--- src/hw/rtl/dual_pcg_lcg_random_generator_macros.svh ---
// Assertion macros for the dual PCG random generator.
`ifndef DUAL_PCG_LCG_RANDOM_GENERATOR_MACROS_SVH
`define DUAL_PCG_LCG_RANDOM_GENERATOR_MACROS_SVH

`ifndef ASSERT_OFF
// same-cycle implication
`define DPLR_ASSERT_IMP(lbl, clk, rst_n, ante, cons) \
    lbl: assert property (@(posedge clk) disable iff (!rst_n) (ante) |-> (cons)) \
        else $error("dplr: assertion failed");
// next-cycle implication
`define DPLR_ASSERT_NEXT(lbl, clk, rst_n, ante, cons) \
    lbl: assert property (@(posedge clk) disable iff (!rst_n) (ante) |=> (cons)) \
        else $error("dplr: assertion failed");
`else
`define DPLR_ASSERT_IMP(lbl, clk, rst_n, ante, cons)
`define DPLR_ASSERT_NEXT(lbl, clk, rst_n, ante, cons)
`endif

`endif

--- src/hw/rtl/dplr_pkg.sv ---
// Shared types, constants and the output mix function of the dual PCG generator.
package dplr_pkg;

    // LCG multiplier, split into 32-bit halves for the shared multiplier
    localparam logic [63:0] LCG_MULT    = 64'd6364136223846793005;
    localparam logic [31:0] LCG_MULT_LO = LCG_MULT[31:0];
    localparam logic [31:0] LCG_MULT_HI = LCG_MULT[63:32];

    // seeding words: seed1 lo, seed1 hi, seq1, seed2 lo, seed2 hi, seq2
    localparam int unsigned WORD_CNT = 6;
    localparam int unsigned WIDX_W   = $clog2(WORD_CNT);
    localparam logic [WIDX_W-1:0] LAST_SEED_WORD = WIDX_W'(WORD_CNT - 1);
    localparam logic [WIDX_W-1:0] LAST_DRAW_WORD = WIDX_W'(1);

    // word slots used by the reseed procedure
    localparam int unsigned W_S1_LO = 0;
    localparam int unsigned W_S1_HI = 1;
    localparam int unsigned W_SEQ1  = 2;
    localparam int unsigned W_S2_LO = 3;
    localparam int unsigned W_S2_HI = 4;
    localparam int unsigned W_SEQ2  = 5;
    // bits of the stream selectors compared for a collision
    localparam int unsigned SEQ_CMP_W = 31;

    // item kinds on the input tuser
    localparam logic OP_RESEED = 1'b0;
    localparam logic OP_DRAW   = 1'b1;

    typedef enum logic [1:0] {
        LD_NONE,
        LD_SEED,
        LD_ONE,
        LD_TWO
    } t_load;

    typedef enum logic [1:0] {
        SV_NONE,
        SV_ONE,
        SV_TWO
    } t_save;

    typedef enum logic [2:0] {
        MP_IDLE,
        MP_P0,
        MP_P1,
        MP_P2,
        MP_P3
    } t_mphase;

    // controller to datapath commands
    typedef struct packed {
        t_load             load;
        t_mphase           mphase;
        logic              cap;
        logic [WIDX_W-1:0] idx;
        t_save             save;
        logic              commit;
        logic              out_load;
        logic              out_draw;
    } t_dp_cmd;

    // PCG XSH-RR: xorshift high bits, then rotate right by the top five bits
    function automatic logic [31:0] pcg_mix(input logic [63:0] x);
        logic [63:0] xx;
        logic [31:0] xs;
        logic [4:0]  rot;
        logic [63:0] dbl;
        xx  = x ^ (x >> 18);
        xs  = xx[58:27];
        rot = x[63:59];
        dbl = {xs, xs} >> rot;
        return dbl[31:0];
    endfunction

endpackage

--- src/hw/rtl/dplr_ctrl.sv ---
// Sequencing state machine of the dual PCG generator.
module dplr_ctrl (
    input  logic              i_clk,
    input  logic              i_rst_n,
    input  logic              i_in_valid,
    input  logic              i_in_draw,
    input  logic              i_out_ready,
    output logic              o_in_ready,
    output logic              o_out_valid,
    output dplr_pkg::t_dp_cmd o_cmd
);
    import dplr_pkg::*;

    typedef enum logic [2:0] {
        ST_IDLE,
        ST_P0,
        ST_P1,
        ST_P2,
        ST_P3,
        ST_POST,
        ST_COMMIT,
        ST_FIN
    } t_state;

    t_state            r_state;
    logic              r_op_draw;
    logic [WIDX_W-1:0] r_idx;
    logic              r_out_valid;

    assign o_in_ready  = (r_state == ST_IDLE);
    assign o_out_valid = r_out_valid;

    // command decode
    always_comb begin
        o_cmd          = '0;
        o_cmd.load     = LD_NONE;
        o_cmd.mphase   = MP_IDLE;
        o_cmd.save     = SV_NONE;
        o_cmd.idx      = r_idx;
        unique case (r_state)
            ST_IDLE: begin
                if (i_in_valid) begin
                    o_cmd.load = (i_in_draw == OP_DRAW) ? LD_ONE : LD_SEED;
                end
            end
            ST_P0: o_cmd.mphase = MP_P0;
            ST_P1: o_cmd.mphase = MP_P1;
            ST_P2: o_cmd.mphase = MP_P2;
            ST_P3: o_cmd.mphase = MP_P3;
            ST_POST: begin
                o_cmd.cap = 1'b1;
                if (r_op_draw) begin
                    if (r_idx == '0) begin
                        o_cmd.save = SV_ONE;
                        o_cmd.load = LD_TWO;
                    end else begin
                        o_cmd.save = SV_TWO;
                    end
                end
            end
            ST_COMMIT: o_cmd.commit = 1'b1;
            ST_FIN: begin
                o_cmd.out_load = !r_out_valid || i_out_ready;
                o_cmd.out_draw = r_op_draw;
            end
            default: ;
        endcase
    end

    // state and output valid
    always_ff @(posedge i_clk) begin
        if (!i_rst_n) begin
            r_state     <= ST_IDLE;
            r_op_draw   <= 1'b0;
            r_idx       <= '0;
            r_out_valid <= 1'b0;
        end else begin
            // result register: load a finished item, or drain on ready
            if (r_state == ST_FIN && (!r_out_valid || i_out_ready)) begin
                r_out_valid <= 1'b1;
            end else if (i_out_ready) begin
                r_out_valid <= 1'b0;
            end
            unique case (r_state)
                ST_IDLE: begin
                    if (i_in_valid) begin
                        r_op_draw <= (i_in_draw == OP_DRAW);
                        r_idx     <= '0;
                        r_state   <= ST_P0;
                    end
                end
                ST_P0: r_state <= ST_P1;
                ST_P1: r_state <= ST_P2;
                ST_P2: r_state <= ST_P3;
                ST_P3: r_state <= ST_POST;
                ST_POST: begin
                    if (r_op_draw && r_idx == LAST_DRAW_WORD) begin
                        r_state <= ST_FIN;
                    end else if (!r_op_draw && r_idx == LAST_SEED_WORD) begin
                        r_state <= ST_COMMIT;
                    end else begin
                        r_idx   <= r_idx + WIDX_W'(1);
                        r_state <= ST_P0;
                    end
                end
                ST_COMMIT: r_state <= ST_FIN;
                ST_FIN: begin
                    if (!r_out_valid || i_out_ready) begin
                        r_state <= ST_IDLE;
                    end
                end
                default: r_state <= ST_IDLE;
            endcase
        end
    end

endmodule

--- src/hw/rtl/dplr_dpath.sv ---
// Datapath: generator state, shared 32x32 multiplier, mix and result register.
module dplr_dpath (
    input  logic              i_clk,
    input  logic              i_rst_n,
    input  dplr_pkg::t_dp_cmd i_cmd,
    input  logic [63:0]       i_seed,
    output logic [63:0]       o_value
);
    import dplr_pkg::*;

    // architectural generator state; increments kept as q with implied low one
    logic [63:0] r_s1, r_s2;
    logic [31:0] r_q1, r_q2;

    // working step registers
    logic [63:0] r_x;
    logic [32:0] r_c;
    logic [63:0] r_prod;
    logic [63:0] r_acc;
    logic [31:0] r_word [WORD_CNT];
    logic [63:0] r_value;

    logic [31:0] w_mul_a, w_mul_b;
    logic [63:0] w_prod;
    logic [31:0] w_mix;
    logic [31:0] w_q2;

    // shared multiplier: lo*lo, hi*lo, lo*hi in phases P0, P1 and P2
    assign w_mul_a = (i_cmd.mphase == MP_P1) ? r_x[63:32] : r_x[31:0];
    assign w_mul_b = (i_cmd.mphase == MP_P2) ? LCG_MULT_HI : LCG_MULT_LO;
    assign w_prod  = {32'b0, w_mul_a} * {32'b0, w_mul_b};

    assign w_mix = pcg_mix(r_x);

    // second stream is flipped when its selector collides with the first
    assign w_q2 = (r_word[W_SEQ1][SEQ_CMP_W-1:0] == r_word[W_SEQ2][SEQ_CMP_W-1:0])
                  ? ~r_word[W_SEQ2] : r_word[W_SEQ2];

    assign o_value = r_value;

    // step arithmetic and word capture
    always_ff @(posedge i_clk) begin
        case (i_cmd.mphase)
            MP_P0: r_prod <= w_prod;
            MP_P1: begin
                r_prod <= w_prod;
                r_acc  <= r_prod + {31'b0, r_c};
            end
            MP_P2: begin
                r_prod <= w_prod;
                r_acc  <= r_acc + {r_prod[31:0], 32'b0};
            end
            default: ;
        endcase

        case (i_cmd.load)
            LD_SEED: begin
                r_x <= i_seed;
                r_c <= 33'd1;
            end
            LD_ONE: begin
                r_x <= r_s1;
                r_c <= {r_q1, 1'b1};
            end
            LD_TWO: begin
                r_x <= r_s2;
                r_c <= {r_q2, 1'b1};
            end
            default: begin
                if (i_cmd.mphase == MP_P3) begin
                    r_x <= r_acc + {r_prod[31:0], 32'b0};
                end
            end
        endcase

        if (i_cmd.cap) begin
            r_word[i_cmd.idx] <= w_mix;
        end

        if (i_cmd.out_load) begin
            r_value <= i_cmd.out_draw ? {r_word[0], r_word[1]} : 64'd0;
        end
    end

    // generator state with reset values
    always_ff @(posedge i_clk) begin
        if (!i_rst_n) begin
            r_s1 <= '0;
            r_s2 <= '0;
            r_q1 <= '0;
            r_q2 <= '0;
        end else begin
            if (i_cmd.save == SV_ONE) begin
                r_s1 <= r_x;
            end
            if (i_cmd.save == SV_TWO) begin
                r_s2 <= r_x;
            end
            if (i_cmd.commit) begin
                r_s1 <= {r_word[W_S1_HI], r_word[W_S1_LO]};
                r_q1 <= r_word[W_SEQ1];
                r_s2 <= {r_word[W_S2_HI], r_word[W_S2_LO]};
                r_q2 <= w_q2;
            end
        end
    end

endmodule

--- src/hw/rtl/dual_pcg_lcg_random_generator.sv ---
// Top level of the dual-stream PCG random generator.
//
//  channel   dir  tdata              tuser           meaning
//  s_axis    in   seed[63:0]         op[0]           0 = reseed, 1 = draw
//  m_axis    out  value[63:0]        -               draw value, zero after reseed
//
// Each LCG step runs phases P0 to P3 on one shared 32x32 multiplier, then
// a POST state to mix and store. A reseed runs six helper steps and a
// commit. New items are taken only when the block is idle.
// The result register frees the input side; a stalled output holds the
// next finished item in the last state. Reset is synchronous, active low.
`include "dual_pcg_lcg_random_generator_macros.svh"

module dual_pcg_lcg_random_generator (
    input  logic        i_clk,
    input  logic        i_rst_n,
    input  logic        s_axis_tvalid,
    output logic        s_axis_tready,
    input  logic [63:0] s_axis_tdata,   // [63:0] seed
    input  logic [0:0]  s_axis_tuser,   // [0] op
    output logic        m_axis_tvalid,
    input  logic        m_axis_tready,
    output logic [63:0] m_axis_tdata    // [63:0] value
);
    import dplr_pkg::*;

    t_dp_cmd w_cmd;

    // sequencer
    dplr_ctrl u_ctrl (
        .i_clk       (i_clk),
        .i_rst_n     (i_rst_n),
        .i_in_valid  (s_axis_tvalid),
        .i_in_draw   (s_axis_tuser[0]),
        .i_out_ready (m_axis_tready),
        .o_in_ready  (s_axis_tready),
        .o_out_valid (m_axis_tvalid),
        .o_cmd       (w_cmd)
    );

    // arithmetic and state
    dplr_dpath u_dpath (
        .i_clk   (i_clk),
        .i_rst_n (i_rst_n),
        .i_cmd   (w_cmd),
        .i_seed  (s_axis_tdata),
        .o_value (m_axis_tdata)
    );

    // checks
    `DPLR_ASSERT_NEXT(a_busy_after_accept, i_clk, i_rst_n, s_axis_tvalid && s_axis_tready, !s_axis_tready)
    `DPLR_ASSERT_NEXT(a_no_instant_result, i_clk, i_rst_n, s_axis_tvalid && s_axis_tready && !m_axis_tvalid, !m_axis_tvalid)
    `DPLR_ASSERT_NEXT(a_reseed_gives_zero, i_clk, i_rst_n, w_cmd.out_load && !w_cmd.out_draw, m_axis_tvalid && (m_axis_tdata == 64'd0))

endmodule

--- config.mk ---
export PLATFORM = sky130hd
export DESIGN_NAME = dual_pcg_lcg_random_generator
export DESIGN_NICKNAME = d
export VERILOG_FILES = /design/src/hw/rtl/dplr_pkg.sv /design/src/hw/rtl/dplr_ctrl.sv /design/src/hw/rtl/dplr_dpath.sv /design/src/hw/rtl/dual_pcg_lcg_random_generator.sv
export VERILOG_INCLUDE_DIRS = /design/src /design/src/hw/rtl
export SDC_FILE = /design/constraint.sdc
export NUM_CORES = 2
export LEC_CHECK = 0
export BUFFER_PORTS_ARGS = -buffer_cell sky130_fd_sc_hd__buf_2
export CORE_ASPECT_RATIO = 1.5
export CORE_UTILIZATION = 65
export CTS_CLUSTER_SIZE = 40
export DETAILED_ROUTE_END_ITERATION = 12
export MAX_ROUTING_LAYER = met4
export PLACE_DENSITY = 0.85
export SETUP_SLACK_MARGIN = 0.15
export SYNTH_ARGS = -nofsm -noshare
export SYNTH_HDL_FRONTEND = slang
export SYNTH_HIERARCHICAL = 1
export SYNTH_SLANG_ARGS = --single-unit
export TNS_END_PERCENT = 1
--- constraint.sdc ---
create_clock -name i_clk -period 13.5 [get_ports i_clk]
set_clock_uncertainty 0.05 [all_clocks]
set_input_delay 0.675 -clock i_clk [delete_from_list [all_inputs] [get_ports i_clk]]
set_output_delay 0.675 -clock i_clk [all_outputs]
set_load 0.05 [all_outputs]
==> metrics list <==
* Bufs on Longest Clock Path: 3
- Ranked by total cell area, the synthesized netlist is headed by edfxtp_1 (26%), fa_1 (19%), ha_1 (11%).
* I/O pin count: 135
* Drt first-iter violations: ~4200
* Setup tns final: 0 ps
- I/O Buffers: ~130
* Final wirelength: 168000 um
- Share of synthesized cell area in full adder, half adder and majority cells: 30.5%
- The routed design could run at a clock period as short as 11450 ps.
* Number of setup buffers added after CTS: 0
* RSZ-0062 raised after global routing: false
* Terminus of the critical flop-to-flop path: u_dpath/r_prod[61]$_DFFE_PP_
* Maximum cell stage delay along the critical path: 1030 ps
- Leaving out fill and tap cells, the most frequent cell in the layout is inv_1.
- Simple-gate share of the synthesized area: 9.33%
- For the pin with the worst max-slew slack, the measured transition is 1420 ps.
* Root Driver: clkbuf_16
- Most instantiated flip-flop cell in the synthesis netlist: edfxtp_1
- In the final design database the tool counted 6299 nets.
- Initial core utilization: roughly two thirds
- Post-synth top area share: 26.2%
- Initial antenna violation count: 2
* CTS Hold Buffers Added: 0
* Count of final setup violators: 0
* Half-perimeter wire length after detailed placement: 131000 um
- Cell repeated most along the worst path: fa_1
- The top cell types in the final layout, fill and taps aside, are inv_1 (791), fa_1 (534), ha_1 (481), edfxtp_1 (479), nand2_1 (357).
- Counting instances, the worst hold path has a depth of 3.
* Class of the most critical setup path: flip-flop to flip-flop
* Die area: 85600 um^2
* CP delay by family, top: adder cells
- Pins Over Slew Limit: 0
- Of the cells placed in the final design, the portion with a size suffix greater than 1 is 6.77%.
- Measured along the y axis, the die boundary spans 358 um.
- The worst register-to-register path has a depth of 33.
- Post-synthesis compound-gate area fraction: 9.69%
- Clock tree from TritonCTS: yes
- Clock-pin slew was measured on the worst setup and hold paths at 70 ps.
- Summing the sequential cell areas from Yosys gives 33.5% of the chip area.
* Routed wirelength normalized by instance count: 26.3 um
* Number of standard cells after synthesis: 5148
* Width of the die: 239 um
- The mapped netlist covers around 55000 um^2.
- Total of warnings raised by yosys: 6
- Detail Route Antenna Nets: 0
- The worst hold path begins at s_axis_tuser.
- For this run, asynchronously set or reset flops after synthesis account for 0%.
- STA classifies the critical path endpoint as a flip-flop.
* Mean Syn Cell Area: 10.7 um^2
* Startpoint kind of the worst setup timing path: flip-flop
* Largest area contributor in the synthesized netlist: edfxtp_1
- Via count normalized by instance count: between 6 and 7
- Crit path required time: 13820 ps
- Classification of the worst-slack hold path: input pin to flip-flop
* Number of library cell types mapped by synthesis: 82
* Clock latency of the later-clocked register in the worst-skew pair: 630 ps
* Maximum number of pins on one net before global-route repair: 250
- Clock Sink Count: 679
- Fraction of synthesized area in multiplexers: 5.84%
- Maximum net fanout on the critical path: 36
- Timing-limited maximum frequency: 0.0873 GHz
- Number of search-and-repair iterations in the first detailed-routing pass: 8
* Slowest stage cell on the critical path: mux2i_1
- The number of global-route vias before repair came to 41134.
* Arrival time worst endpoint: around 12000 ps
- After global routing the overflow that remains totals 0.
* Critical path buffer and inverter count: 8
- Clock tree synthesis inserted a total of between 50 and 60 buffers.
- Area of the placeable core: 83600 um^2
- Number of endpoints with negative hold slack in the final report: 0
- Number of max-cap violations: 0
* Reg2Reg Setup Slack: 2050 ps
* Synth Area in XOR/XNOR: 4.06%
- Number of gates resized after CTS: 0
- Endpoint, Worst Hold: u_ctrl/r_op_draw$_SDFFE_PN0P_
- The floorplan has 130 rows.
- Headroom to the max-slew limit came out at 2.31%.
- After detailed routing, the number of remaining DRC violations is 0.
- Vias after detailed routing: 40143
- By area, the combinational part of the netlist is dominated by adder cells.
- After synthesis the netlist holds a flip-flop and latch count of 679.
* First-pass GRT wire length: 246000 um
- Layout area overhead: 6.89%
- The H-tree was split into 2 levels.
- Routability-driven placement finished with a final weighted congestion of 1.07.
- Run status: complete, no violations
- Reg2reg start: u_ctrl/r_state[2]$_SDFFE_PN0P_
- Across all hold checks on the routed design, the worst slack comes to 321 ps.
- In this run, synthesis inferred about 480 flip-flops with an integrated enable.
- Of the available clock period, the critical path in the final layout requires 84.8%.
- Total GRT Usage: 40.6%
-- flip-flops by register name, indices dropped and copies added, names as in the netlist, 3 cells and up --
| register | count |
|---|---|
| u_ctrl/r_state | 3 |
| u_dpath/r_s2 | 64 |
| u_dpath/r_prod | 63 |
| u_dpath/r_q2 | 32 |
| u_dpath/r_s1 | 64 |
| u_dpath/o_value | 64 |
| u_dpath/r_x | 64 |
| u_dpath/r_c | 32 |
| u_ctrl/r_idx | 3 |
| u_dpath/r_word | 192 |
| u_dpath/r_q1 | 32 |
| u_dpath/r_acc | 64 |
-- Yosys cell counts, drive strengths merged, types with 5 or more instances --
cell and number:
mux2 17, o2111ai 6, xor2 80, nor2b 64
o31a 7, and2 202, inv 794, and4 5
or2 8, clkbuf 166, o31ai 6, a21boi 9
mux2i 292, nor3b 6, nand4 26, a222oi 64
nor3 40, and3 32, a22o 32, a31oi 23
nor2 242, dfxtp 200, a21oi 180, xnor2 174
edfxtp 479, fa 534, ha 484, o21a 15
o21ai 257, o21bai 10, nand2 358, nand2b 17
nand3 39, a211o 5, o211ai 10, a211oi 10
buf 52, nor4 10, o211a 36, a21o 90
clkinv 6
-- worst min-delay path, stage by stage --
cell      delay (ps)
buf_2            110
nand3_1          100
a21boi_1          70
-- worst max path at each step --
| stage | from | to | slack (ps) | depth (start not counted) |
|---|---|---|---|---|
| final | u_ctrl/r_state[2]$_SDFFE_PN0P_ | u_dpath/r_prod[61]$_DFFE_PP_ | 2050 | 33 |
| after global routing | u_ctrl/r_state[2]$_SDFFE_PN0P_ | u_dpath/r_prod[61]$_DFFE_PP_ | 1690 | 33 |
| after CTS | u_ctrl/r_state[2]$_SDFFE_PN0P_ | u_dpath/r_prod[61]$_DFFE_PP_ | 2240 | 33 |
| after detailed placement | u_ctrl/r_state[2]$_SDFFE_PN0P_ | u_dpath/r_prod[61]$_DFFE_PP_ | 2290 | 33 |
| after global placement | u_ctrl/r_state[2]$_SDFFE_PN0P_ | u_dpath/r_prod[61]$_DFFE_PP_ | 2460 | 33 |
| after floorplan | u_ctrl/r_state[1]$_SDFFE_PN0P_ | u_dpath/r_prod[51]$_DFFE_PP_ | 2010 | 35 |
-- layout make-up --
class                      instances  area (um^2)
antenna                            2         5.00
clock buffer                      73         1570
clock inverter                    27          229
fill                            6137        25000
inverter                         800         3010
multi-input combinational       3480        32900
sequential                       679        18400
tap                             1122         1400
timing repair buffer             198         1170
-- cells by family (layout without fill, tap and decap cells) --
logic type      after synthesis  after routing
compound gates              800            800
xor+xnor                    254            254
fa+ha+maj                  1018           1018
buf+inv                    1018           1098
flops                       679            679
mux                         313            313
other cells                   2             33
simple gates               1064           1064
-- through the flow --
stage / cell area, um^2 / setup WS [ps] / util (%) / std cells
finish: 58600 / 2050 / 70.1 / 6381
global route: 58600 / 1690 / 70.1 / 6381
CTS: 58600 / 2240 / 70.1 / 6379
detailed placement: 56800 / 2290 / 68.0 / 6279
global placement: 56800 / 2460 / 68.0 / 6279
floorplan: 55000 / 2010 / - / 5177
-- per-layer routing --
metal	wire length, um	GRT usage, %	up-vias
met5	0	-	-
met4	18200	36.1	0
met3	12800	4.38	742
met2	82100	67.6	2232
met1	54800	43.0	19761
li1	-	-	17408
Power is left out: the tool's default activity adds up to more than one toggle a clock period on the data nets, which glitch-free logic cannot reach.
